## config.mk

```make
export PLATFORM = sky130hd
export DESIGN_NAME = htw_entry_mem
export DESIGN_NICKNAME = d
export VERILOG_FILES = /design/src/rtl/core/hierarchical_timer_wheel_core_assert.svh /design/src/rtl/core/htw_pkg.sv /design/src/rtl/core/htw_entry_mem.sv
export SDC_FILE = /design/constraint.sdc
export NUM_CORES = 2
export LEC_CHECK = 0
export BUFFER_PORTS_ARGS = -buffer_cell sky130_fd_sc_hd__buf_2
export CORE_MARGIN = 5
export CORE_UTILIZATION = 55
export CTS_BUF_LIST = sky130_fd_sc_hd__clkbuf_4 sky130_fd_sc_hd__clkbuf_8
export DETAILED_ROUTE_END_ITERATION = 6
export HOLD_SLACK_MARGIN = 0.1
export PLACE_DENSITY = 0.74
export SLEW_MARGIN = 5
export SYNTH_ARGS = -nofsm -noshare
export SYNTH_HDL_FRONTEND = slang
export SYNTH_SLANG_ARGS = --single-unit
export TNS_END_PERCENT = 5
```

## constraint.sdc

```tcl
create_clock -name clk -period 2.2 [get_ports clk]
set_clock_uncertainty 0.15 [all_clocks]
set_input_delay 0.22 -clock clk [delete_from_list [all_inputs] [get_ports clk]]
set_output_delay 0.22 -clock clk [all_outputs]
set_load 0.01 [all_outputs]
```

## src/rtl/core/hierarchical_timer_wheel_core_assert.svh

```systemverilog
// assertion macros for the timer wheel core
// expects clk and rst in the scope of use
`ifndef HIERARCHICAL_TIMER_WHEEL_CORE_ASSERT_SVH
`define HIERARCHICAL_TIMER_WHEEL_CORE_ASSERT_SVH

// same-cycle implication
`define HTW_ASSERT_NOW(label, ante, cons, msg) \
  label: assert property (@(posedge clk) disable iff (rst) (ante) |-> (cons)) else $error(msg);

// next-cycle implication
`define HTW_ASSERT_NEXT(label, ante, cons, msg) \
  label: assert property (@(posedge clk) disable iff (rst) (ante) |=> (cons)) else $error(msg);

`endif

```

## src/rtl/core/htw_pkg.sv

```systemverilog
// shared constants and types for the timer wheel core
// no dependencies
package htw_pkg;

  localparam int SLOTS_DEFAULT = 30;
  localparam int POOL_DEFAULT  = 64;
  localparam int LEVELS        = 4;
  localparam int LEVEL_W       = 2;
  localparam int LVL_CODE_W    = 3;
  localparam int DELAY_W       = 20;
  localparam int TAG_W         = 16;
  localparam int HANDLE_W      = 6;
  localparam int LINK_W        = 7;
  localparam int KIND_W        = 3;
  localparam int REQ_W         = 2;

  localparam logic [LINK_W-1:0] LINK_NIL = '1;

  localparam logic [REQ_W-1:0] REQ_ADD    = 2'd0;
  localparam logic [REQ_W-1:0] REQ_CANCEL = 2'd1;
  localparam logic [REQ_W-1:0] REQ_TICK   = 2'd2;

  localparam logic [KIND_W-1:0] KIND_ADDED     = 3'd0;
  localparam logic [KIND_W-1:0] KIND_REJECTED  = 3'd1;
  localparam logic [KIND_W-1:0] KIND_CANCELLED = 3'd2;
  localparam logic [KIND_W-1:0] KIND_UNUSED    = 3'd3;
  localparam logic [KIND_W-1:0] KIND_EXPIRED   = 3'd4;

  // per-field write enables of the entry memory
  typedef struct packed {
    logic nxt;
    logic prv;
    logic slt;
    logic rem;
    logic tag;
  } ent_we_t;

endpackage

```

## src/rtl/core/htw_entry_mem.sv

```systemverilog
// timer entry memory: link, slot, remainder and tag fields per entry
// depends on htw_pkg
module htw_entry_mem #(
  parameter int POOL_DEPTH = htw_pkg::POOL_DEFAULT,
  parameter int SLOT_W     = 7,
  parameter int REM_W      = 15
) (
  input  logic                              clk,
  input  htw_pkg::ent_we_t                  we,
  input  logic [$clog2(POOL_DEPTH)-1:0]     waddr,
  input  logic [htw_pkg::LINK_W-1:0]        wnext,
  input  logic [htw_pkg::LINK_W-1:0]        wprev,
  input  logic [SLOT_W-1:0]                 wslot,
  input  logic [REM_W-1:0]                  wrem,
  input  logic [htw_pkg::TAG_W-1:0]         wtag,
  input  logic [$clog2(POOL_DEPTH)-1:0]     raddr,
  output logic [htw_pkg::LINK_W-1:0]        rnext,
  output logic [htw_pkg::LINK_W-1:0]        rprev,
  output logic [SLOT_W-1:0]                 rslot,
  output logic [REM_W-1:0]                  rrem,
  output logic [htw_pkg::TAG_W-1:0]         rtag
);
  import htw_pkg::*;

  logic [LINK_W-1:0] mem_next [POOL_DEPTH];
  logic [LINK_W-1:0] mem_prev [POOL_DEPTH];
  logic [SLOT_W-1:0] mem_slot [POOL_DEPTH];
  logic [REM_W-1:0]  mem_rem  [POOL_DEPTH];
  logic [TAG_W-1:0]  mem_tag  [POOL_DEPTH];

  always_ff @(posedge clk) begin
    if (we.nxt) mem_next[waddr] <= wnext;
    if (we.prv) mem_prev[waddr] <= wprev;
    if (we.slt) mem_slot[waddr] <= wslot;
    if (we.rem) mem_rem[waddr]  <= wrem;
    if (we.tag) mem_tag[waddr]  <= wtag;
    rnext <= mem_next[raddr];
    rprev <= mem_prev[raddr];
    rslot <= mem_slot[raddr];
    rrem  <= mem_rem[raddr];
    rtag  <= mem_tag[raddr];
  end

endmodule

```

=== Yosys cells after proc, flatten, opt, wreduce, memory -nomap -nowiden ===
Memories as Yosys holds them, arrays and structs flattened. A register that Yosys moved wholly into a read port is not among the register bits.
Cells that the tools add are included.

* Register bits: 0
* Bits in latches: 0
* Memory bits (writable): 3328
* Memory bits (read-only): 0
* Word-level logic and storage cells: 15
* Memories: 5

* Add/subtract/negate cells: 0
* $mul: 0
* Div/mod/pow operators: 0
* Magnitude comparators: 0
* Equal/unequal tests: 0
* Shift-type cells: 0
* Mux-type cells: 10
* Bitwise gates (word level): 0
* Reductions and logical operators: 0

{| class="wikitable"
|+ Memories
! name !! words !! bits a word !! read ports !! clocked after memory_dff !! wr ports !! RTL line !! RTL
|-
| mem_tag || 64 || 16 || 1 || 1 || 1 || htw_entry_mem.sv:29 || <nowiki>logic [TAG_W-1:0] mem_tag [POOL_DEPTH];</nowiki>
|-
| mem_rem || 64 || 15 || 1 || 1 || 1 || htw_entry_mem.sv:28 || <nowiki>logic [REM_W-1:0] mem_rem [POOL_DEPTH];</nowiki>
|-
| mem_next || 64 || 7 || 1 || 1 || 1 || htw_entry_mem.sv:25 || <nowiki>logic [LINK_W-1:0] mem_next [POOL_DEPTH];</nowiki>
|-
| mem_prev || 64 || 7 || 1 || 1 || 1 || htw_entry_mem.sv:26 || <nowiki>logic [LINK_W-1:0] mem_prev [POOL_DEPTH];</nowiki>
|-
| mem_slot || 64 || 7 || 1 || 1 || 1 || htw_entry_mem.sv:27 || <nowiki>logic [SLOT_W-1:0] mem_slot [POOL_DEPTH];</nowiki>
|}

{| class="wikitable"
|+ Operators with widths
! cell !! number
|-
| 1-bit 2-to-1 mux || 10
|}

=== Logic depth before layout (Yosys ltp) ===
* Word-level depth: 2
* Mapped depth: 10

=== Worst setup path after synthesis ===
Ideal clock, no wire load.

* Path type: in2reg
* Start point: input port waddr[2]
* End point: memory mem_tag[60][0], enable pin
* Setup time: 0.374 ns
* Arrival: 1.679 ns
* Data required time: 1.676 ns
* Setup slack: -0.003 ns
* Stages: 5
* Path buffers: 2
* Cell sequence: clkbuf_1 > or3b_2 > clkbuf_1 > nor2_1 > and2_1

{| class="wikitable"
|+ RTL lines
! item !! RTL line !! RTL
|-
| start, declared || htw_entry_mem.sv:10 || <nowiki>input logic [$clog2(POOL_DEPTH)-1:0] waddr,</nowiki>
|-
| end, declared || htw_entry_mem.sv:29 ||
|}

No word-level cell before the write port.

==> results.md <==
* Status: complete, but fails checks
* Failing checks: design-rule violations, negative setup slack
* Leak at between 0.05 and 0.06 uW
* Placed Instances at about 9600
* Post-Syn Area at 128900 sq um
* Chip Width at about 490 microns
* Worst Tran Pin Value at approximately 1.2 ns
* R2R setup slack at 0.06 ns
* Final worst path period need at 2.272 ns
* Root Buffer: clkbuf_8
* Max clock buf depth at 4
* First-pass GRT wire length at 511000 microns
* Max Fanout on Critical Path at 10
* FP Rows at 177
* Core Region at 233000 sq um
* Layout cells sized above 1 at a little under two fifths
* Synth Register Bits at ~3400
* Synth area leader: edfxtp_1
* Post-synthesis cell type count at 38
* CP Capture Type: register
* # clock sinks at around 3400
* Initial core utilization at 55.33%
* Slew headroom at around a fifth
* PortBufs at around 120
* Aggregate global routing overflow at 0
* Worst hold path endpoint: mem_next[61][2]
* Residual DRC at 3
* Final wirelength at 359400 microns
* Worst Hold Class: in2reg
* Synth area leaders: edfxtp_1, mux4_2, and2_1, a221oi_1, dfxtp_1
* Post-synth top area share at between 70% and 80%
* Wire length per cell after detailed routing at about 33 microns
* FILL cells at 13747
* Number of global-route vias before repair at 70569
* Die area at roughly 240000 sq um
* CTS tree: done
* Setup WS pre-CTS at -0.8023 ns
* Post-CTS Setup Bufs at 0
* Total Nets Final at ~7300
* Startpoint Class: input port
* Reg2Reg Launch Point: mem_prev[55][5]
* GP Congestion at ~0.94
* Post-route antenna net violation count at 0
* Final period util at 103.3%
* HP Start: waddr[3]
* RSZ-0062 raised after global routing: false
* H-Tree Depth at 6
* Placed inst area at 144800 sq um
* RR Endpoint: rprev[5]
* R2r worst-path depth at 5
* Non-filler cells, final at approximately 11000
* FFs w/ async S/R, synth at 0%
* Total Routing Usage GR at between 20% and 30%
* Ys flop type: edfxtp_1
* Number of synthesized flops with an enable pin at ~3300
* Synthesized area per cell at roughly 23 sq um
* Clk slew on worst S/H paths at approximately 0.060 ns
* Vias at between 60000 and 70000
* VDD IR max at 0.6749 mV
* Cell Pwr Density at 838.4 nW/um^2
* Avg Vias per Cell at 6.460
* Total CTS buffers at between 500 and 600
* Setup violators final at 125
* Die Ht at around 490 microns
* Clk_lat worst skew at 1.12 ns
* Ys Warns at 0
* Initial DRC count at 10561
* Initial antenna violation count at a little over 50
* Syn nets at approximately 5800
* Seq/Total Area, Yosys at 78.33%
* Drt first pass iters at 7
* Final TNS setup at -3.985 ns
* Endpoints failing hold at 0
* Syn Inst Count at 5713
* Ports at 122
* Final WS setup at -0.07198 ns
* Area grow syn2layout at 22.06%
* Max-slew violations at 0
* Max Cap Viol at 0
* Worst EP required at 3.02 ns
* Hpwl dp at roughly 230000 microns
* Largest net degree at the start of global routing at 65
* Crit path kind: in2reg
* Worst hold path depth at 7
* Commonest cells in the synthesized netlist: edfxtp_1, mux4_2, and2_1, clkbuf_1, a221oi_1
* Worst Path Arrival at between 3 and 4 ns
* Maximum clock rate at roughly 0.44 GHz
* Post-route design area at ~160000 sq um
* Count leader, synth: edfxtp_1
[area by class of cell]
cell class	instances	area, sq um	share of cell area (%)
sequential	3380	101000	64.19
tap	3132	3919	2.490
timing repair buffer	1339	15610	9.923
antenna	37	92.59	0.05884
clock buffer	743	9156	5.819
inverter	3	11.26	0.007156
multi-input combinational	1984	26400	16.78
clock inverter	187	1154	0.7331
[per-layer routing]
metal  share of wire, %  global-route usage, %  routed length [microns]  vias to the layer above
li1                   -                      -                        -                    27482
met1                 34                  40.08                   123800                    35986
met2                 47                  45.30                   168800                     5369
met3                 14                  9.197                    49540                      932
met4                4.7                  12.58                    16950                       30
met5              0.087                      0                      311                        -
[through the flow]
step / total power (uW) / util (%) / hold WS [ns]
4_1_cts: 132300 / 67.45 / 0.1009
5_1_grt: 136000 / 67.51 / 0.1003
6_report: 131900 / 67.54 / 0.1288
2_1_floorplan: 76300 / - / 0.1689
3_5_place_dp: 80740 / 62.14 / 0.4192
3_3_place_gp: 80520 / 62.14 / 0.3919
[sequential cells by signal, indices dropped and copies added, names as in the netlist]
signal    flops
mem_next    448
rrem         15
mem_prev    448
rprev         7
mem_rem     960
rslot         7
rtag         16
mem_slot    448
mem_tag    1024
rnext         7
[timing repair]
action | in CTS | in global routing
resized for setup | 21 | 41
endpoints found under the hold margin | 6708 | 24
endpoints found under the setup margin | 18 | 835
hold buffers | 196 | 1
pin swaps | 0 | 1
[cell families after synthesis]
kind of cell / count (synthesis) / synth area share, %
simple gates: 603 / 2.589
compound gates: 470 / 2.763
mux: 911 / 15.00
flops: 3380 / 78.33
buf+inv: 349 / 1.318
[placed cells by master, fill, tap and decap left out, drive strengths merged, types with 35 or more instances in the layout]
master / instances
a21oi: 58
a221oi: 131
a22o: 80
a22oi: 42
and2: 324
buf: 1151
clkbuf: 743
clkinv: 147
dfxtp: 52
diode: 37
dlygate4sd3: 171
edfxtp: 3328
mux2: 45
mux2i: 54
mux4: 812
nand2: 35
nor2: 124
nor3: 44
o221ai: 40
o22ai: 102
[power by group]
part	switching (uW)	internal (uW)
logic	4750	3520
registers	295	71300
clock network	24000	28000
[critical path, cell delays in order]
cell and delay (ns):
buf_8 0.17, dlygate4sd3_1 0.69, buf_4 0.16, dlygate4sd3_1 0.60, buf_4 0.16, mux4_2 0.33
o221ai_2 0.34, a21oi_1 0.13, nor2_1 0.19, a221oi_1 0.06
[worst max-delay path by stage]
stage               cells past startpoint            from             end  slack (ns)
floorplan                               5        waddr[2]  mem_tag[44][0]      -0.003
finish                                 10        raddr[2]        rslot[4]       -0.07
global placement                        9        raddr[0]         rrem[3]       -0.83
CTS                                     9        waddr[5]  mem_rem[17][1]      0.0003
detailed placement                      9        raddr[0]         rrem[3]       -0.80
global route                            7  mem_tag[61][7]         rtag[7]       0.003
Power figures use the tool's default switching activity.
