`config.mk`:
```
export PLATFORM = sky130hd
export DESIGN_NAME = htw_slot_mem
export DESIGN_NICKNAME = d
export VERILOG_FILES = /design/src/rtl/core/hierarchical_timer_wheel_core_assert.svh /design/src/rtl/core/htw_pkg.sv /design/src/rtl/core/htw_slot_mem.sv
export SDC_FILE = /design/constraint.sdc
export NUM_CORES = 1
export LEC_CHECK = 0
export ABC_AREA = 1
export BUFFER_PORTS_ARGS = -buffer_cell sky130_fd_sc_hd__buf_2
export CAP_MARGIN = 25
export CORE_MARGIN = 8
export CORE_UTILIZATION = 55
export DETAILED_ROUTE_END_ITERATION = 12
export GPL_ROUTABILITY_DRIVEN = 0
export PLACE_DENSITY = 0.67
export SYNTH_ARGS = -nofsm -noshare
export SYNTH_HDL_FRONTEND = slang
export SYNTH_SLANG_ARGS = --single-unit
```
`constraint.sdc`:
```
create_clock -name clk -period 1.9 [get_ports clk]
set_input_delay 0 -clock clk [delete_from_list [all_inputs] [get_ports clk]]
set_output_delay 0 -clock clk [all_outputs]
set_load 0.02 [all_outputs]
```
`src/rtl/core/hierarchical_timer_wheel_core_assert.svh`:
```
// assertion macros for the timer wheel core
// expects clk and rst in the scope of use
`ifndef HIERARCHICAL_TIMER_WHEEL_CORE_ASSERT_SVH
`define HIERARCHICAL_TIMER_WHEEL_CORE_ASSERT_SVH

// same-cycle implication
`define HTW_ASSERT_NOW(label, ante, cons, msg) \
  label: assert property (@(posedge clk) disable iff (rst) (ante) |-> (cons)) else $error(msg);

// next-cycle implication
`define HTW_ASSERT_NEXT(label, ante, cons, msg) \
  label: assert property (@(posedge clk) disable iff (rst) (ante) |=> (cons)) else $error(msg);

`endif

```
`src/rtl/core/htw_pkg.sv`:
```
// shared constants and types for the timer wheel core
// no dependencies
package htw_pkg;

  localparam int SLOTS_DEFAULT = 30;
  localparam int POOL_DEFAULT  = 64;
  localparam int LEVELS        = 4;
  localparam int LEVEL_W       = 2;
  localparam int LVL_CODE_W    = 3;
  localparam int DELAY_W       = 20;
  localparam int TAG_W         = 16;
  localparam int HANDLE_W      = 6;
  localparam int LINK_W        = 7;
  localparam int KIND_W        = 3;
  localparam int REQ_W         = 2;

  localparam logic [LINK_W-1:0] LINK_NIL = '1;

  localparam logic [REQ_W-1:0] REQ_ADD    = 2'd0;
  localparam logic [REQ_W-1:0] REQ_CANCEL = 2'd1;
  localparam logic [REQ_W-1:0] REQ_TICK   = 2'd2;

  localparam logic [KIND_W-1:0] KIND_ADDED     = 3'd0;
  localparam logic [KIND_W-1:0] KIND_REJECTED  = 3'd1;
  localparam logic [KIND_W-1:0] KIND_CANCELLED = 3'd2;
  localparam logic [KIND_W-1:0] KIND_UNUSED    = 3'd3;
  localparam logic [KIND_W-1:0] KIND_EXPIRED   = 3'd4;

  // per-field write enables of the entry memory
  typedef struct packed {
    logic nxt;
    logic prv;
    logic slt;
    logic rem;
    logic tag;
  } ent_we_t;

endpackage

```
`src/rtl/core/htw_slot_mem.sv`:
```
// slot head memory with per-slot valid bits, unwritten slots read empty
// depends on htw_pkg
module htw_slot_mem #(
  parameter int SLOT_COUNT = 120
) (
  input  logic                              clk,
  input  logic                              rst,
  input  logic                              we,
  input  logic [$clog2(SLOT_COUNT)-1:0]     waddr,
  input  logic [htw_pkg::LINK_W-1:0]        wdata,
  input  logic [$clog2(SLOT_COUNT)-1:0]     raddr,
  output logic [htw_pkg::LINK_W-1:0]        rdata
);
  import htw_pkg::*;

  logic [LINK_W-1:0]     mem [SLOT_COUNT];
  logic [SLOT_COUNT-1:0] valid;
  logic [LINK_W-1:0]     mem_q;
  logic                  valid_q;

  always_ff @(posedge clk) begin
    if (we) mem[waddr] <= wdata;
    mem_q <= mem[raddr];
  end

  always_ff @(posedge clk) begin
    if (rst) begin
      valid   <= '0;
      valid_q <= 1'b0;
    end else begin
      if (we) valid[waddr] <= 1'b1;
      valid_q <= valid[raddr];
    end
  end

  assign rdata = valid_q ? mem_q : LINK_NIL;

endmodule

```
[Word-level counts from Yosys, hierarchy flattened]
Memory sizes are Yosys's and may differ from the RTL's. A register that Yosys moved wholly into a read port is not among the register bits.
Index checks and enable logic that the tools add are counted.
Word-level totals
  memory bits (writable): 840
  register bits after elaboration: 121
  input port bits: 24
  logic and storage cells: 15
  memories: 1
Operators by class
  mux-type cells: 7
  bitwise operators: 1
  $lt $le $gt $ge: 3
  reductions and logical operators: 1
Memory list
  mem: depth 120, bits a word 7, read ports 1, clocked after Yosys merged registers in 1, write ports 1, line htw_slot_mem.sv:16  | logic [LINK_W-1:0] mem [SLOT_COUNT];
Operator list (number)
  $or 120x120->120: 1
  $lt 7x8->1 const B: 2
  $bmux 1 s7: 1
  $demux 1 s7: 1
  $ge 7x1->1 const B: 1
  $mux 7: 1
  $mux 1: 4
  $logic_and 1x1->1: 1

[Logic depth before layout (Yosys ltp)]
Gate-level depths: netlist (run 1).
  depth in word-level cells: 5
  depth in mapped cells: 16

[Worst setup path before layout (run 1)]
No wires, ideal clock.
  path kind: input to register
  start: input port waddr[1]
  end: memory mem[107][0], enable pin
  data arrival time: 0.994 ns
  setup slack: 0.539 ns
  cell stages on the path: 7
  cell sequence: inv_1 > nor3_1 > inv_1 > nor2_1 > inv_1 > clkbuf_1 > nor2_1
RTL lines
  from (decl): line htw_slot_mem.sv:9  | input logic [$clog2(SLOT_COUNT)-1:0] waddr,
  to (decl): line htw_slot_mem.sv:16
Straight into the memory's write port.

==> impl_metrics.tcl, run 1 <==
set metrics [dict create \
    synth_top_cells_by_area "edfxtp_1, nor2_1, dfxtp_1" \
    power.leakage_nw 15.8 \
    seq_area_mm2 0.0278 \
    area_enclosed_by_the_die_boundary_mm2 0.0802 \
    type_of_destination_of_the_critical_path "flip-flop" \
    clkSlewWorstSetupHoldPaths_ps 60 \
    design_area_mm2 0.0449 \
    tritoncts.num_buffers 94 \
    drv_cap 0 \
    synth.yosys.seq_area_share 0.707 \
    track_usage 0.260 \
    hold_path.class "input pin to flip-flop" \
    global_route.overflow_total 0 \
    finish.net_count 3716 \
    ir_worst_vdd_v 0.000759 \
    place_area_mm2 0.0418 \
    part_of_the_total_power_dissipated_in_the_clock_network 0.411 \
    synth_top_area_frac 0.642 \
    layout_stage_area_growth_over_the_synthesis_result_pct 14.3 \
    net_switching_power_mw 9.90 \
    place.detailed.instances 4536 \
    fin_crit_period_ps 1620 \
    site_row_count 98 \
    synth-async-reset-ratio 0 \
    cp.required_ps 2430 \
    critPathMaxFanout 1 \
    netlist.top_cell.by_area "edfxtp_1" \
    initialDrtViolationCount 3283 \
    portion_of_total_power_attributed_to_combinational_logic 0.067 \
    number_of_antenna_violations_at_the_first_check_in_global_routing 0 \
    cts_buffer_depth 3 \
    final-hold-violation-count 0 \
    initial_core_util 0.552 \
    power_frac_seq 0.522 \
    grt_pass1_vias 26749 \
    grt_max_degree 85 \
    synth-edff-count 840 \
    synth_seq_cells 968 \
    area_taken_by_multi_input_logic_gates_mm2 0.00979 \
    vias 28054 \
    worst-setup-path-type "flip-flop to flip-flop" \
    route.detailed.wl_per_inst_um 22.7 \
    synth_common_cells "edfxtp_1, nor2_1, nand2_1" \
    final_layout_size_suffix_gt1_frac 0.108 \
    finalCritPeriodShare 0.850 \
    drc_errors 0 \
    tightest_slew_ps 659 \
    post_cts_buffers 0 \
    tritoncts_num_sinks 968 \
    antenna_violating_nets_remaining 0 \
    synthesis.nets 3561 \
    final.setup_skew_ps 20.2 \
    vias_per_cell 5.94 \
    final.fill_count 5424 \
    antenna_cells_inserted 0 \
    power.density_cell_area_mw_per_mm2 990 \
    final_report_max_slew_violation_count 0 \
    synth_cells 3537 \
    htreeDepth 3 \
    tritoncts "done" \
    setup_violators_final 0 \
    fmax_mhz 619 \
    die_h_um 283 \
    max-slew-margin-rel 0.561 \
    ys.flop_type "edfxtp_1" \
    outcome "complete, no violations" \
    synth_cell_type_count 25 \
    mappedNetlistArea_mm2 0.0393 \
    p_int_mw 34.6 \
    drt_pass1_iterations 6 \
    hpwl_um 66300 \
    post-synth-top-count-cell "edfxtp_1" \
    total_core_area_mm2 0.0711 \
    cts_root_buffer "clkbuf_16" \
    cp-start-kind "flip-flop" \
    i_o_pin_cnt 31 \
    die_w_um 283 \
    setup_total_negative_slack_ps 0 \
    synth.avg_cell_area_um2 11.1 \
    signal_arrival_time_at_the_worst_endpoint_ps 2150 \
    buffer_ports.inserted 30 \
    wirelength_um 107000 \
    sw_frac_of_total 0.223 \
    synthesis.yosys.warnings 0 \
    cts-resized-gates 0 \
    grt_setup_unrepaired "false" \
    grt_pass1_wl_um 163000 \
    clk_latency_ps 640 \
    final_instance_count_without_filler_cells 4722 \
]
## metrics by stage
| step | utilization | total power, mW | worst slack (ps) | hold WS, ps |
|---|---|---|---|---|
| finish | 0.631 | 44.5 | 284 | 59.8 |
| global route | 0.631 | 45.7 | 176 | 79.5 |
| CTS | 0.631 | 44.6 | 308 | 15.3 |
| detailed placement | 0.587 | 26.6 | 12.3 | 263 |
| global placement | 0.587 | 26.5 | 6.38 | 269 |
| floorplan | - | 25.2 | 539 | 98.9 |
## final timing paths
kind	start	endpoint	slack [ps]	cells past startpoint
setup reg to reg	mem[53][2]	mem_q[2]	280	10
setup / recovery	mem[53][2]	mem_q[2]	280	10
hold reg to reg	valid[29]	valid[29]	470	2
hold / removal	waddr[0]	valid[78]	60	7
## power groups by stage
stage	registers [mW]	logic [mW]	clock network [mW]
global route	23.2	3.21	19.2
detailed placement	23.7	2.92	0
CTS	23.2	2.96	18.4
global placement	23.6	2.86	0
floorplan	23.7	1.58	0
finish	23.2	3.00	18.3
## critical path: stages, from the launching register on
cell and delay, ps:
edfxtp_1 370, a21oi_1 150, o21ai_0 150, nand3_1 210
nand2_1 140, nand2_1 90, nand2_1 50, a21oi_1 160
nand2_1 70, nand3_1 90, nand2_1 50
## area by class of cell
| class | count | share of cell area |
|---|---|---|
| inverter | 105 | 0.00923 |
| tap | 950 | 0.0265 |
| clock buffer | 149 | 0.0608 |
| timing repair buffer | 285 | 0.0600 |
| sequential | 968 | 0.619 |
| multi-input combinational | 2238 | 0.218 |
| clock inverter | 27 | 0.00630 |
## cell families (layout without fill, tap and decap cells)
logic type / count (synthesis) / in the layout / share of synthesized area
DFF: 968 / 968 / 0.707
AOI/OAI and AO/OA: 489 / 489 / 0.0696
and+or+nand+nor: 1749 / 1749 / 0.180
buffers and inverters: 331 / 566 / 0.0434
## routing by layer
layer | part of all wire | GRT usage | vias to the layer above | routed length (um)
li1 | - | - | 12620 | -
met1 | 0.41 | 0.368 | 13704 | 43500
met2 | 0.46 | 0.404 | 1514 | 49100
met3 | 0.10 | 0.0470 | 216 | 10900
met4 | 0.033 | 0.0908 | 0 | 3550
met5 | 0 | 0 | - | 0
## cells in the final DEF (no fill, tap or decap), types with 10 or more instances in the layout
cell	n
o211ai_1	76
o21ai_1	49
nor2_1	802
nand3_1	383
clkbuf_8	14
edfxtp_1	840
nand2_1	553
buf_12	45
a21oi_1	20
o22ai_1	55
dfxtp_1	128
o21ai_0	283
buf_4	209
inv_1	99
nor3_1	11
dlygate4sd3_1	10
clkbuf_1	40
clkbuf_16	96
buf_2	19
## state kept, by name (all words and copies together) (netlist names)
signal   flops
mem        840
mem_q        7
valid      120
valid_q      1
## what timing repair did
item | 4_1_cts | 5_1_grt
hold buffers | 10 | 0
hold endpoints to repair | 468 | 0
endpoints found under the setup margin | 0 | 0
No activity file was read; power rests on OpenSTA's default activity.
==> run 2, diff against run 1 <==
--- a/config.mk
+++ b/config.mk
@@ -13,6 +13,7 @@
 export DETAILED_ROUTE_END_ITERATION = 12
 export GPL_ROUTABILITY_DRIVEN = 0
 export PLACE_DENSITY = 0.67
+export REMOVE_ABC_BUFFERS = 1
 export SYNTH_ARGS = -nofsm -noshare
 export SYNTH_HDL_FRONTEND = slang
 export SYNTH_SLANG_ARGS = --single-unit
==> run 2 against run 1 <==
Effect of this change: utilization is 0.45 points higher; highest routed layer unchanged; hold slack worse by 35 ps; global-route usage is 0.25 points higher.
==> impl_metrics.tcl, run 2 (synthesis results as in run 1) <==
set metrics [dict create \
    worst-setup-path-type "flip-flop to output pin" \
    rr_endpoint "mem_q[1]" \
    grt_pass1_wl_um 164000 \
    drt_pass1_iterations 6 \
    power.leakage_nw 16.0 \
    design_area_mm2 0.0452 \
    power.density_cell_area_mw_per_mm2 994 \
    finish.net_count 3734 \
    fmax_mhz 544 \
    fin_total_pwr_mw 44.9 \
    final-hold-violation-count 0 \
    setup_violators_final 0 \
    cts_buffer_depth 3 \
    grt_pass1_vias 27047 \
    fin_crit_period_ps 1840 \
    cp-start-kind "flip-flop" \
    max-slew-margin-rel 0.430 \
    largest_register_ffs 840 \
    rr_worst_depth 10 \
    grt_max_degree 121 \
    wirelength_um 108000 \
    layout_common_cells "edfxtp_1, nor2_1, nand2_1" \
    i_o_pin_cnt 31 \
    finalCritPeriodShare 0.968 \
    critPathMaxFanout 7 \
    final_layout_size_suffix_gt1_frac 0.116 \
    type_of_destination_of_the_critical_path "output pin" \
    mostFrequentLayoutCell "edfxtp_1" \
    initialDrtViolationCount 3737 \
    clk_latency_ps 640 \
    grt_setup_unrepaired "false" \
    global_route.overflow_total 0 \
    final.setup_skew_ps 19.7 \
    signal_arrival_time_at_the_worst_endpoint_ps 1840 \
    area_enclosed_by_the_die_boundary_mm2 0.0802 \
    route.detailed.wl_per_inst_um 22.8 \
    hold_path.class "input pin to flip-flop" \
    cts_root_buffer "clkbuf_16" \
    initial_core_util 0.552 \
    vias 28005 \
    tightest_slew_ps 849 \
    tritoncts "done" \
    htreeDepth 3 \
    layout_stage_area_growth_over_the_synthesis_result_pct 15.1 \
    cp.required_ps 1900 \
    ir_worst_vdd_v 0.000805 \
    tritoncts.num_buffers 97 \
    buffer_ports.inserted 30 \
    die_w_um 283 \
    hpwl_um 65600 \
    critPathLaunch "valid_q" \
    cp-endpoint "rdata[5]" \
    critical_path.reg2reg.startpoint "mem[66][1]" \
    final_report_max_slew_violation_count 0 \
    site_row_count 98 \
    drv_cap 0 \
    outcome "complete, no violations" \
    preCtsSetupSlack_ps -151 \
    track_usage 0.262 \
    vias_per_cell 5.90 \
    setup.reg_to_reg.worst_slack_ps 190 \
    place_area_mm2 0.0419 \
    total_core_area_mm2 0.0711 \
    antenna_violating_nets_remaining 0 \
    postLayoutSetupSlackWorst_ps 60.7 \
    drc_errors 0 \
    number_of_antenna_violations_at_the_first_check_in_global_routing 3 \
    largest-register "mem" \
    reg.largest.list "mem (840), valid (120), mem_q (7)" \
    setup_total_negative_slack_ps 0 \
    clkSlewWorstSetupHoldPaths_ps 60 \
    tritoncts_num_sinks 968 \
    die_h_um 283 \
]
## run 2: cell types whose count changed in the layout (fill, tap and decap cells not counted), moves of 2 or more
cell	before	now
clkbuf_16	96	99
dlygate4sd3_1	10	14
clkinv_1	9	14
clkbuf_1	40	21
clkbuf_8	14	12
diode_2	0	3
buf_4	209	214
clkinv_2	9	24
clkinv_4	0	2
buf_12	45	51
## run 2: worst min path at each step
stage | from | endpoint | slack, ps | depth (start not counted)
after floorplan | rst | valid[0] | 70 | 1
after global placement | wdata[1] | mem[103][1] | 250 | 1
after detailed placement | wdata[1] | mem[103][1] | 250 | 1
after CTS | waddr[1] | mem[73][1] | 1 | 5
after global routing | waddr[1] | mem[73][1] | 70 | 5
final | waddr[1] | mem[73][1] | 30 | 5
## run 2: layout make-up
| class | instances | area, um2 |
|---|---|---|
| timing repair buffer | 300 | 2890 |
| tap | 950 | 1190 |
| fill | 5428 | 25900 |
| sequential | 968 | 27800 |
| inverter | 105 | 414 |
| clock buffer | 131 | 2710 |
| antenna | 3 | 7.51 |
| multi-input combinational | 2238 | 9790 |
| clock inverter | 51 | 424 |
## run 2: power breakdown
part           switching (mW)  internal (mW)
Clock                    7.91           10.8
Combinational            2.14          0.870
Sequential             0.0369           23.2
## run 2: timing repair
item	CTS	global route
hold endpoints to repair	527	0
resized for setup	0	0
buffers inserted	0	0
hold buffers	14	0
## run 2: metal layers
| layer | vias to the layer above | share of wire | GRT usage |
|---|---|---|---|
| met5 | - | 0 | 0 |
| met2 | 1540 | 0.46 | 0.411 |
| met4 | 0 | 0.035 | 0.0968 |
| met1 | 13586 | 0.40 | 0.368 |
| met3 | 229 | 0.10 | 0.0463 |
| li1 | 12650 | - | - |
## run 2: stage by stage
stage,utilization,hold WS (ps),instances
after floorplan,-,72.4,3311
after global placement,0.590,245,4547
after detailed placement,0.590,248,4547
after CTS,0.636,0.983,4743
after global routing,0.636,67.5,4743
final,0.636,25.2,4746
## run 2: worst max-delay path, cell delays in order (launching register included)
cell and delay [ps]:
dfxtp_1 660, nand2_1 300, buf_2 240
