File: src/rtl/core/hierarchical_timer_wheel_core_assert.svh
// assertion macros for the timer wheel core
// expects clk and rst in the scope of use
`ifndef HIERARCHICAL_TIMER_WHEEL_CORE_ASSERT_SVH
`define HIERARCHICAL_TIMER_WHEEL_CORE_ASSERT_SVH

// same-cycle implication
`define HTW_ASSERT_NOW(label, ante, cons, msg) \
  label: assert property (@(posedge clk) disable iff (rst) (ante) |-> (cons)) else $error(msg);

// next-cycle implication
`define HTW_ASSERT_NEXT(label, ante, cons, msg) \
  label: assert property (@(posedge clk) disable iff (rst) (ante) |=> (cons)) else $error(msg);

`endif

File: src/rtl/core/htw_div.sv
// quotient and remainder by a wheel unit, reciprocal multiply with one correction step
// no dependencies beyond its parameters
module htw_div #(
  parameter int D_W   = 21,
  parameter int Q_W   = 5,
  parameter int SLOTS = 30
) (
  input  logic           clk,
  input  logic           rst,
  input  logic           start,
  input  logic [D_W-1:0] num,
  input  logic [1:0]     lvl,
  output logic           done,
  output logic [Q_W-1:0] quo,
  output logic [D_W-1:0] rem
);
  localparam int     M_W = D_W + 1;
  localparam int     P_W = D_W + M_W;
  localparam longint U1  = longint'(SLOTS);
  localparam longint U2  = U1 * U1;
  localparam longint U3  = U2 * U1;
  localparam longint ONE = longint'(1) << D_W;
  localparam logic [M_W-1:0] M0 = M_W'(ONE);
  localparam logic [M_W-1:0] M1 = M_W'(ONE / U1);
  localparam logic [M_W-1:0] M2 = M_W'(ONE / U2);
  localparam logic [M_W-1:0] M3 = M_W'(ONE / U3);

  logic [1:0]     stg;
  logic [D_W-1:0] n_r;
  logic [D_W-1:0] u_r;
  logic [M_W-1:0] m_r;
  logic [Q_W-1:0] qe;
  logic [D_W-1:0] r0;
  logic [P_W-1:0] prod;
  logic [D_W-1:0] back;

  // estimate is the true quotient or one below it
  assign prod = P_W'(n_r) * P_W'(m_r);
  assign back = D_W'(D_W'(qe) * u_r);
  assign done = (stg == 2'd3);

  always_ff @(posedge clk) begin
    if (rst) begin
      stg <= 2'd0;
    end else if (start) begin
      stg <= 2'd1;
    end else if (stg != 2'd0) begin
      stg <= stg + 2'd1;
    end
  end

  always_ff @(posedge clk) begin
    if (start) begin
      n_r <= num;
      case (lvl)
        2'd0: begin
          u_r <= D_W'(1);
          m_r <= M0;
        end
        2'd1: begin
          u_r <= D_W'(U1);
          m_r <= M1;
        end
        2'd2: begin
          u_r <= D_W'(U2);
          m_r <= M2;
        end
        default: begin
          u_r <= D_W'(U3);
          m_r <= M3;
        end
      endcase
    end else begin
      case (stg)
        2'd1: qe <= Q_W'(prod >> D_W);
        2'd2: r0 <= n_r - back;
        2'd3: begin
          if (r0 >= u_r) begin
            quo <= qe + 1'b1;
            rem <= r0 - u_r;
          end else begin
            quo <= qe;
            rem <= r0;
          end
        end
        default: begin
        end
      endcase
    end
  end

endmodule
File: config.mk
export PLATFORM = sky130hd
export DESIGN_NAME = htw_div
export DESIGN_NICKNAME = d
export VERILOG_FILES = /design/src/rtl/core/hierarchical_timer_wheel_core_assert.svh /design/src/rtl/core/htw_div.sv
export SDC_FILE = /design/constraint.sdc
export NUM_CORES = 1
export LEC_CHECK = 0
export BUFFER_PORTS_ARGS = -buffer_cell sky130_fd_sc_hd__buf_4
export CAP_MARGIN = 40
export CORE_ASPECT_RATIO = 0.8
export CORE_MARGIN = 2
export CORE_UTILIZATION = 51
export CTS_BUF_LIST = sky130_fd_sc_hd__clkbuf_16
export DETAILED_ROUTE_END_ITERATION = 12
export HOLD_SLACK_MARGIN = 0.03
export PLACE_DENSITY = 0.71
export SKIP_LAST_GASP = 1
export SLEW_MARGIN = 20
export SYNTH_ARGS = -nofsm -noshare
export SYNTH_HDL_FRONTEND = slang
export SYNTH_SLANG_ARGS = --single-unit
File: constraint.sdc
create_clock -name clk -period 5.83 [get_ports clk]
set_input_delay 1.749 -clock clk [delete_from_list [all_inputs] [get_ports clk]]
set_output_delay 1.749 -clock clk [all_outputs]
set_load 0.005 [all_outputs]
* After elaboration in Yosys (flattened, before gate mapping)
Cells that the tools add are included.
Word-level totals: register bits 118, bits of input ports 26, output and inout bits 27, word-level logic and storage cells 35
Cells by class: $add $sub $neg 4, multipliers 2, $lt $le $gt $ge 1, equal/unequal tests 5, mux-type cells 6, bitwise gates (word level) 1, reductions and logical operators 7
Operators by type and width (number):
- $pmux 22 s3 | 1
- $pmux 15 s3 | 1
- $sub 21x21->21 | 2
- $mul 21x22->26 | 1
- $ge 21x21->1 | 1
- $mul 5x21->21 | 1
- $mux 21 | 1
- $eq 2x2->1 const B | 3
- $reduce_and 2->1 | 3
- $add 5x1->5 const B | 1
- $mux 5 | 1
- $eq 2x1->1 const B | 2
- $reduce_bool 2->1 | 2
- $add 2x1->2 const B | 1
- $logic_not 2->1 | 1
- $mux 1 | 2
- $reduce_or 2->1 | 1
- $not 1->1 | 1

* Depth between registers and ports, before layout
Gate-level depths: netlist of run 1.
depth after elaboration 3, gate-level depth with buffers 26, depth with buffers taken out 25

* Least setup slack after synthesis of run 1
OpenSTA, ideal clock, no wires.
path type flip-flop to flip-flop, start reg m_r[11], end reg qe[4] (data pin), setup time 0.259 ns, data arrival time 5.364 ns, data required time 5.571 ns, setup slack 0.207 ns, cell stages (with the launch flop) 22, buffers on the path 2, period minus slack after synthesis 5.623 ns, cell sequence edfxtp_1 -> clkbuf_1 -> clkbuf_1 -> nand2_1 -> fa_1 -> fa_1 -> inv_1 -> fa_1 -> fa_1 -> fa_1 -> inv_1 -> fa_1 -> inv_1 -> ha_1 -> ha_1 -> nor2b_1 -> o21ai_0 -> nand2b_1 -> o211ai_1 -> nand3b_1 -> a21oi_1 -> xnor2_1
Between the ends: cells in the longest elaborated chain, start to end 1
RTL lines:
- start, declared | line htw_div.sv:31 | logic [M_W-1:0] m_r;
- start signal, assigned | line htw_div.sv:58 | m_r <= M0;
- start signal, assigned | line htw_div.sv:62 | m_r <= M1;
- start signal, assigned | line htw_div.sv:66 | m_r <= M2;
- $mul 21x22->26 | line htw_div.sv:38 | assign prod = P_W'(n_r) * P_W'(m_r);
- net prod[25] | line htw_div.sv:34 | logic [P_W-1:0] prod;
- end signal, assigned | line htw_div.sv:75 | 2'd1: qe <= Q_W'(prod >> D_W);
- end, declared | line htw_div.sv:32 | logic [Q_W-1:0] qe;
The timed path passes the listed nets, and every way through them passes these cells. A chain may end at the register's enable or synchronous reset.

* Worst setup path in the final report of run 1
start reg m_r[8], end reg qe[4] (data pin)
The elaborated chain is that of the path after synthesis.

==> results of run 1 <==
state kept, by name, summed over array words and instances, names as in the netlist:
signal,flops
qe,5
u_r,1
stg,2
r0,21
rem,21
m_r,6
n_r,21
quo,5
metrics by stage:
step / worst slack, ps / TNS [ps] / hold slack [ps] / cell area, sq um / util, %
after floorplan: 207.0 / 0 / 523.2 / 12260 / -
after global placement: 4.627 / 0 / 551.2 / 13320 / 56.63
after detailed placement: -79.32 / -79.32 / 553.3 / 13350 / 56.77
after CTS: 22.17 / 0 / 576.5 / 13630 / 57.96
after global routing: -71.33 / -126.2 / 611.7 / 13820 / 58.76
final: 111.6 / 0 / 579.7 / 13820 / 58.77
worst max-delay path: cells and delay by family (launching register included):
| kind | cells | cell delay (ps) |
|---|---|---|
| AOI/OAI and AO/OA | 2 | 340 |
| buffers and inverters | 3 | 340 |
| xor gates and xnor gates | 1 | 80 |
| DFF | 1 | 540 |
| and+or+nand+nor | 3 | 450 |
| adders and majority gates | 8 | 3710 |
metal layers:
layer  share of wire, %  up-vias  track usage, %  wire length [microns]
li1                   -     4100               -                      -
met2                 44      241           37.07                  12910
met1                 47     4223           36.99                  13870
met4                1.5        0           5.824                    447
met3                7.2       29           5.272                   2122
met5                  0        -               0                      0
worst paths after layout:
kind                             from             endpoint  slack, ps  cells after the start
setup / recovery     m_r[8]$_DFFE_PP_      qe[4]$_DFFE_PP_        110                     17
hold / removal    stg[1]$_SDFFE_PP0P_  stg[1]$_SDFFE_PP0P_        580                      2
setup reg to reg     m_r[8]$_DFFE_PP_      qe[4]$_DFFE_PP_        110                     17
hold reg to reg   stg[1]$_SDFFE_PP0P_  stg[1]$_SDFFE_PP0P_        580                      2
repair_timing:
item	CTS	global route
pin swaps	0	6
setup endpoints to repair	3	4
setup buffers	3	8
resized for setup	1	31
cell type report:
type | instances | area (sq um) | share of cell area [%]
Clock inverter | 7 | 30.03 | 0.2172
Sequential cell | 82 | 2442 | 17.67
Inverter | 300 | 1130 | 8.173
Timing Repair Buffer | 111 | 893.4 | 6.463
Antenna cell | 1 | 2.502 | 0.01810
Clock buffer | 9 | 225.2 | 1.629
Multi-Input combinational cell | 832 | 8710 | 63.01
Tap cell | 312 | 390.4 | 2.824
placed cells by master, fill, tap and decap left out, types with 3 or more instances in the layout:
| master | instances |
|---|---|
| inv_1 | 295 |
| ha_1 | 196 |
| fa_1 | 167 |
| buf_4 | 103 |
| nand2_1 | 84 |
| edfxtp_1 | 80 |
| and2_1 | 62 |
| nor2_1 | 60 |
| xnor2_1 | 45 |
| a21oi_1 | 28 |
| o21ai_0 | 23 |
| xor2_1 | 23 |
| o21ai_1 | 15 |
| a21o_1 | 11 |
| clkbuf_16 | 9 |
| nand3_1 | 8 |
| nor3_1 | 8 |
| nand2b_1 | 7 |
| a21oi_2 | 7 |
| nand4_1 | 7 |
| o211ai_1 | 6 |
| nor2b_1 | 6 |
| inv_2 | 6 |
| o21a_1 | 5 |
| a31oi_1 | 4 |
| o21bai_1 | 4 |
| clkinv_1 | 4 |
| buf_6 | 4 |
| nand2_2 | 3 |
| nor2_2 | 3 |
| nor4_1 | 3 |
| ha_4 | 3 |
| buf_12 | 3 |
logic make-up (layout without fill, tap and decap cells):
kind of cell | count (synthesis) | count (layout) | share of synthesized area, %
DFF | 82 | 82 | 19.91
xor gates and xnor gates | 68 | 68 | 4.856
and+or+nand+nor | 275 | 275 | 11.19
AOI/OAI and AO/OA | 119 | 119 | 6.091
adders and majority gates | 366 | 366 | 47.56
other | 0 | 1 | 0
buffers and inverters | 321 | 427 | 10.04
muxes | 4 | 4 | 0.3469
==> reports/metrics.cfg, run 1 <==
[die]
io_pins=53
fp.dieH_microns=142.7
die_w_microns=177.4
row_count=50
start_util_pct=52.14
dieArea_sq_um=25310
core_area_sq_um=23520

[cells_and_area]
nFillCells=2051
drive_above_1_share_pct=12.68
synthToLayoutAreaGrowth_pct=12.71
final_cell_count_no_fill=1654
nNetsFinal=1728

[placement]
portBuffers=52
hpwl_microns=24920
place_inst=1626
gp_congestion=0.9508

[timing]
fin_crit_sh_pct=98.09
slew_violations=0
slew_headroom_pct=64.75
period_needed_ps=5718
hold_viol_final=0
worst_pin_slew_ps=528.8
grt_setup_unrepaired=yes
setup_viol=0
fmax_ghz=0.1749
skew_ps=14.56

[worst_setup_path]
endpoint_kind=flop
critPathLaunchType=flop
critPathSlowestCell=fa_1
crit_type=reg -> reg
crit_chain=buf_4 > and2_1 > fa_1 > fa_1 > inv_1 > fa_1 > fa_1 > inv_1 > fa_1 > fa_1 > ha_1 > ha_4 > nor3b_1 > o21ai_0 > nand3b_1 > a21oi_2 > xnor2_1
arrival_ps=5830
slowest_delay_ps=590
critPathMaxFanout=7
crit_required_ps=5940
cpMostUsedCell=fa_1

[global_route]
grt_pass1_vias=8709
grt_overflow_total=0
antenna_found_initial=1
grt_pass1_wl_microns=47040
grt.total_usage_pct=24.84
grt_max_degree=34

[clocking]
htree_num_levels=3
clockBufferDepth=2
clkTransAtPathRegs_ps=70
clkSinkCount=82
cts_tree=done
insertion_delay_ps=370
root_buffer=clkbuf_16
numCtsBuffers=9
ctsHoldBuffers=0

[synth]
synth_area_leader_cell=fa_1
yosysTopAreaCellShare_pct=27.26
synthTopCellsByCount=296 x inv_1, 199 x ha_1, 167 x fa_1, 86 x nand2_1, 80 x edfxtp_1
ys_types=57
ys_warn_count=0
syn_nets=1627
synth_area_sq_um=12260
syn_avg_cell_area_sq_um=9.931
synth_ff_type=edfxtp_1
synth_seq_cells=82
yosys-top-cells-area=fa_1 27%, ha_1 20%, edfxtp_1 20%, inv_1 9.1%, and2_1 3.2%
synthArstFlopShare_pct=0
synth_edf_count=80
ys_seq_area_share_pct=19.91
syn-instance-count=1235
synth.most_common_cell=inv_1

[hold_path]
hold_class=reg -> reg

[routing]
wl_per_cell_microns=17.75
drc=0
num_vias=8593
dr.pass1.iters=5
drtAntennaViolNets=0
drt_iter0_markers=603
routed_wl_microns=29350
routed_via_density=5.195

[status]
status=completed

[flow_run]
max_cap_violations=0

Power of run 1 is not shown: default switching activity piles up to over one toggle a cycle in this logic, so the estimate is an artifact.
==> run 2, diff against run 1 <==
- CORE_UTILIZATION: 51 -> 56
- PLACE_DENSITY: 0.71 -> 0.76
==> reports/metrics.cfg, run 2 (synthesized netlist as in run 1, its figures left out) <==
[status]
status=completed  ; unchanged

[timing]
slew_violations=0  ; unchanged
fmax_ghz=0.1738  ; was 0.1749 GHz
worst_pin_slew_ps=776.3  ; was 528.8 ps
skew_ps=15.95  ; was 14.56 ps
slew_headroom_pct=48.14  ; was 64.75%
grt_setup_unrepaired=yes  ; unchanged
setup_tns_ps=0  ; unchanged
holdWs_ps=574.1  ; was 579.7 ps
period_needed_ps=5755  ; was 5718 ps
setup_viol=0  ; unchanged
fin_crit_sh_pct=98.72  ; was 98.09%
hold_viol_final=0  ; unchanged

[hold_path]
holdCritStartpoint=r0[0]$_DFFE_PP_  ; was stg[1]$_SDFFE_PP0P_
hold_path_end=rem[0]$_DFFE_PP_  ; was stg[1]$_SDFFE_PP0P_
hold_class=reg -> reg  ; unchanged
worstHoldPathCells=2  ; unchanged

[clocking]
cts_tree=done  ; unchanged
root_buffer=clkbuf_16  ; unchanged
clkSinkCount=82  ; unchanged
numCtsBuffers=9  ; unchanged
insertion_delay_ps=370  ; about the same
ctsHoldBuffers=0  ; unchanged
clkTransAtPathRegs_ps=70  ; about the same
clockBufferDepth=2  ; unchanged
htree_num_levels=3  ; unchanged

[placement]
portBuffers=52  ; unchanged
gp_congestion=0.9918  ; was 0.9508
hpwl_microns=23730  ; was 24920 microns

[global_route]
grt_pass1_wl_microns=45440  ; was 47040 microns
grt.total_usage_pct=26.14  ; was 24.84%
grt_pass1_vias=8841  ; was 8709
grt_overflow_total=0  ; unchanged
grt_max_degree=34  ; unchanged
antenna_found_initial=0  ; was 1

[die]
row_count=48  ; was 50
io_pins=53  ; unchanged
dieArea_sq_um=23110  ; was 25310 sq um
fp.dieH_microns=136.4  ; was 142.7 microns
die_w_microns=169.5  ; was 177.4 microns
start_util_pct=56.88  ; was 52.14%
core_area_sq_um=21560  ; was 23520 sq um

[routing]
dr.pass1.iters=7  ; was 5
wl_per_cell_microns=18.33  ; was 17.75 microns
routed_via_density=5.457  ; was 5.195
drt_iter0_markers=649  ; was 603
routed_wl_microns=29640  ; was 29350 microns
num_vias=8824  ; was 8593
drtAntennaViolNets=0  ; unchanged
drc=0  ; unchanged

[cells_and_area]
diodes=0  ; was 1
layout_commonest_cell=inv_1  ; unchanged
reg.largest.list=n_r: 21 flops, r0: 21 flops, rem: 21 flops  ; unchanged
layout_common_cells=288 x inv_1, 186 x ha_1, 163 x fa_1, 97 x buf_4, 80 x edfxtp_1  ; was 295 x inv_1, 196 x ha_1, 167 x fa_1, 103 x buf_4, 84 x nand2_1
synthToLayoutAreaGrowth_pct=14.50  ; was 12.71%
nNetsFinal=1729  ; was 1728
drive_above_1_share_pct=15.35  ; was 12.68%

[worst_setup_path]
critPathLaunchType=flop  ; unchanged
endpoint_kind=flop  ; unchanged
crit_required_ps=5940  ; about the same
ff2ff_path_depth=17  ; unchanged
r2r_end=qe[4]$_DFFE_PP_  ; unchanged
crit_type=reg -> reg  ; unchanged
arrival_ps=5870  ; was 5830 ps
critPathMaxFanout=5  ; was 7
r2r_slack_ps=70  ; was 110 ps
worstReg2RegStart=m_r[3]$_DFFE_PP_  ; was m_r[8]$_DFFE_PP_

[flow_run]
max_cap_violations=0  ; unchanged

==> run 2: cell types whose count changed in the layout (fill, tap and decap cells not counted), moves of 4 or more <==
| cell | before | now |
|---|---|---|
| buf_4 | 103 | 97 |
| buf_6 | 4 | 8 |
| fa_1 | 167 | 163 |
| fa_2 | 0 | 4 |
| ha_1 | 196 | 186 |
| ha_4 | 3 | 11 |
| inv_1 | 295 | 288 |
| inv_2 | 6 | 10 |
| nand2_1 | 84 | 79 |
| nand2_2 | 3 | 7 |
==> run 2: layout make-up <==
class                   count  area, sq um
multi-input cells         832         8887
repair buffers            112        968.4
flip-flops and latches     82         2442
well taps                 275        344.1
clock buffers               9        225.2
clock inverters             7        38.79
inverters                 300         1136
fillers                  1687         7518
==> run 2: metrics by stage <==
stage,instances,utilization [%],area [sq um],setup slack [ps]
2_1_floorplan,1235,-,12260,207.0
3_3_place_gp,1573,61.06,13160,8.805
3_5_place_dp,1575,61.18,13190,-76.38
4_1_cts,1593,62.54,13480,6.989
5_1_grt,1617,65.13,14040,-109.7
6_report,1617,65.13,14040,74.74
==> run 2: critical path, cell delays in order (launching register included) <==
cell and delay, ps:
edfxtp_1 480, clkinvlp_4 230, nor2_1 170, fa_1 460
fa_1 540, inv_1 50, fa_1 510, fa_1 550
inv_1 50, fa_1 510, fa_1 520, ha_1 350
ha_4 270, nor3b_1 130, o21ai_0 160, nand3b_1 180
a21oi_2 220, xnor2_1 100
==> run 2: metal layers <==
layer	vias up	track usage, %	wire length [microns]
met4	0	5.271	478
met1	4290	37.45	13200
met5	-	0	0
li1	4103	-	-
met2	394	39.93	12970
met3	37	7.482	2987
==> run 2: worst max-delay path by stage <==
stage,cells past startpoint,start,endpoint
4_1_cts,22,m_r[6]$_DFFE_PP_,qe[4]$_DFFE_PP_
2_1_floorplan,21,m_r[11]$_DFFE_PP_,qe[4]$_DFFE_PP_
6_report,17,m_r[3]$_DFFE_PP_,qe[4]$_DFFE_PP_
3_3_place_gp,22,m_r[0]$_DFFE_PP_,qe[4]$_DFFE_PP_
5_1_grt,22,m_r[11]$_DFFE_PP_,qe[4]$_DFFE_PP_
3_5_place_dp,22,m_r[6]$_DFFE_PP_,qe[4]$_DFFE_PP_
==> run 2: repair_timing <==
item / in CTS / in global routing
gates cloned: 0 / 3
buffers inserted: 2 / 22
hold endpoints to repair: 0 / 0
endpoints found under the setup margin: 1 / 5
pin swaps: 1 / 27
resized for setup: 5 / 71
Power of run 2 is left out for the same reason.
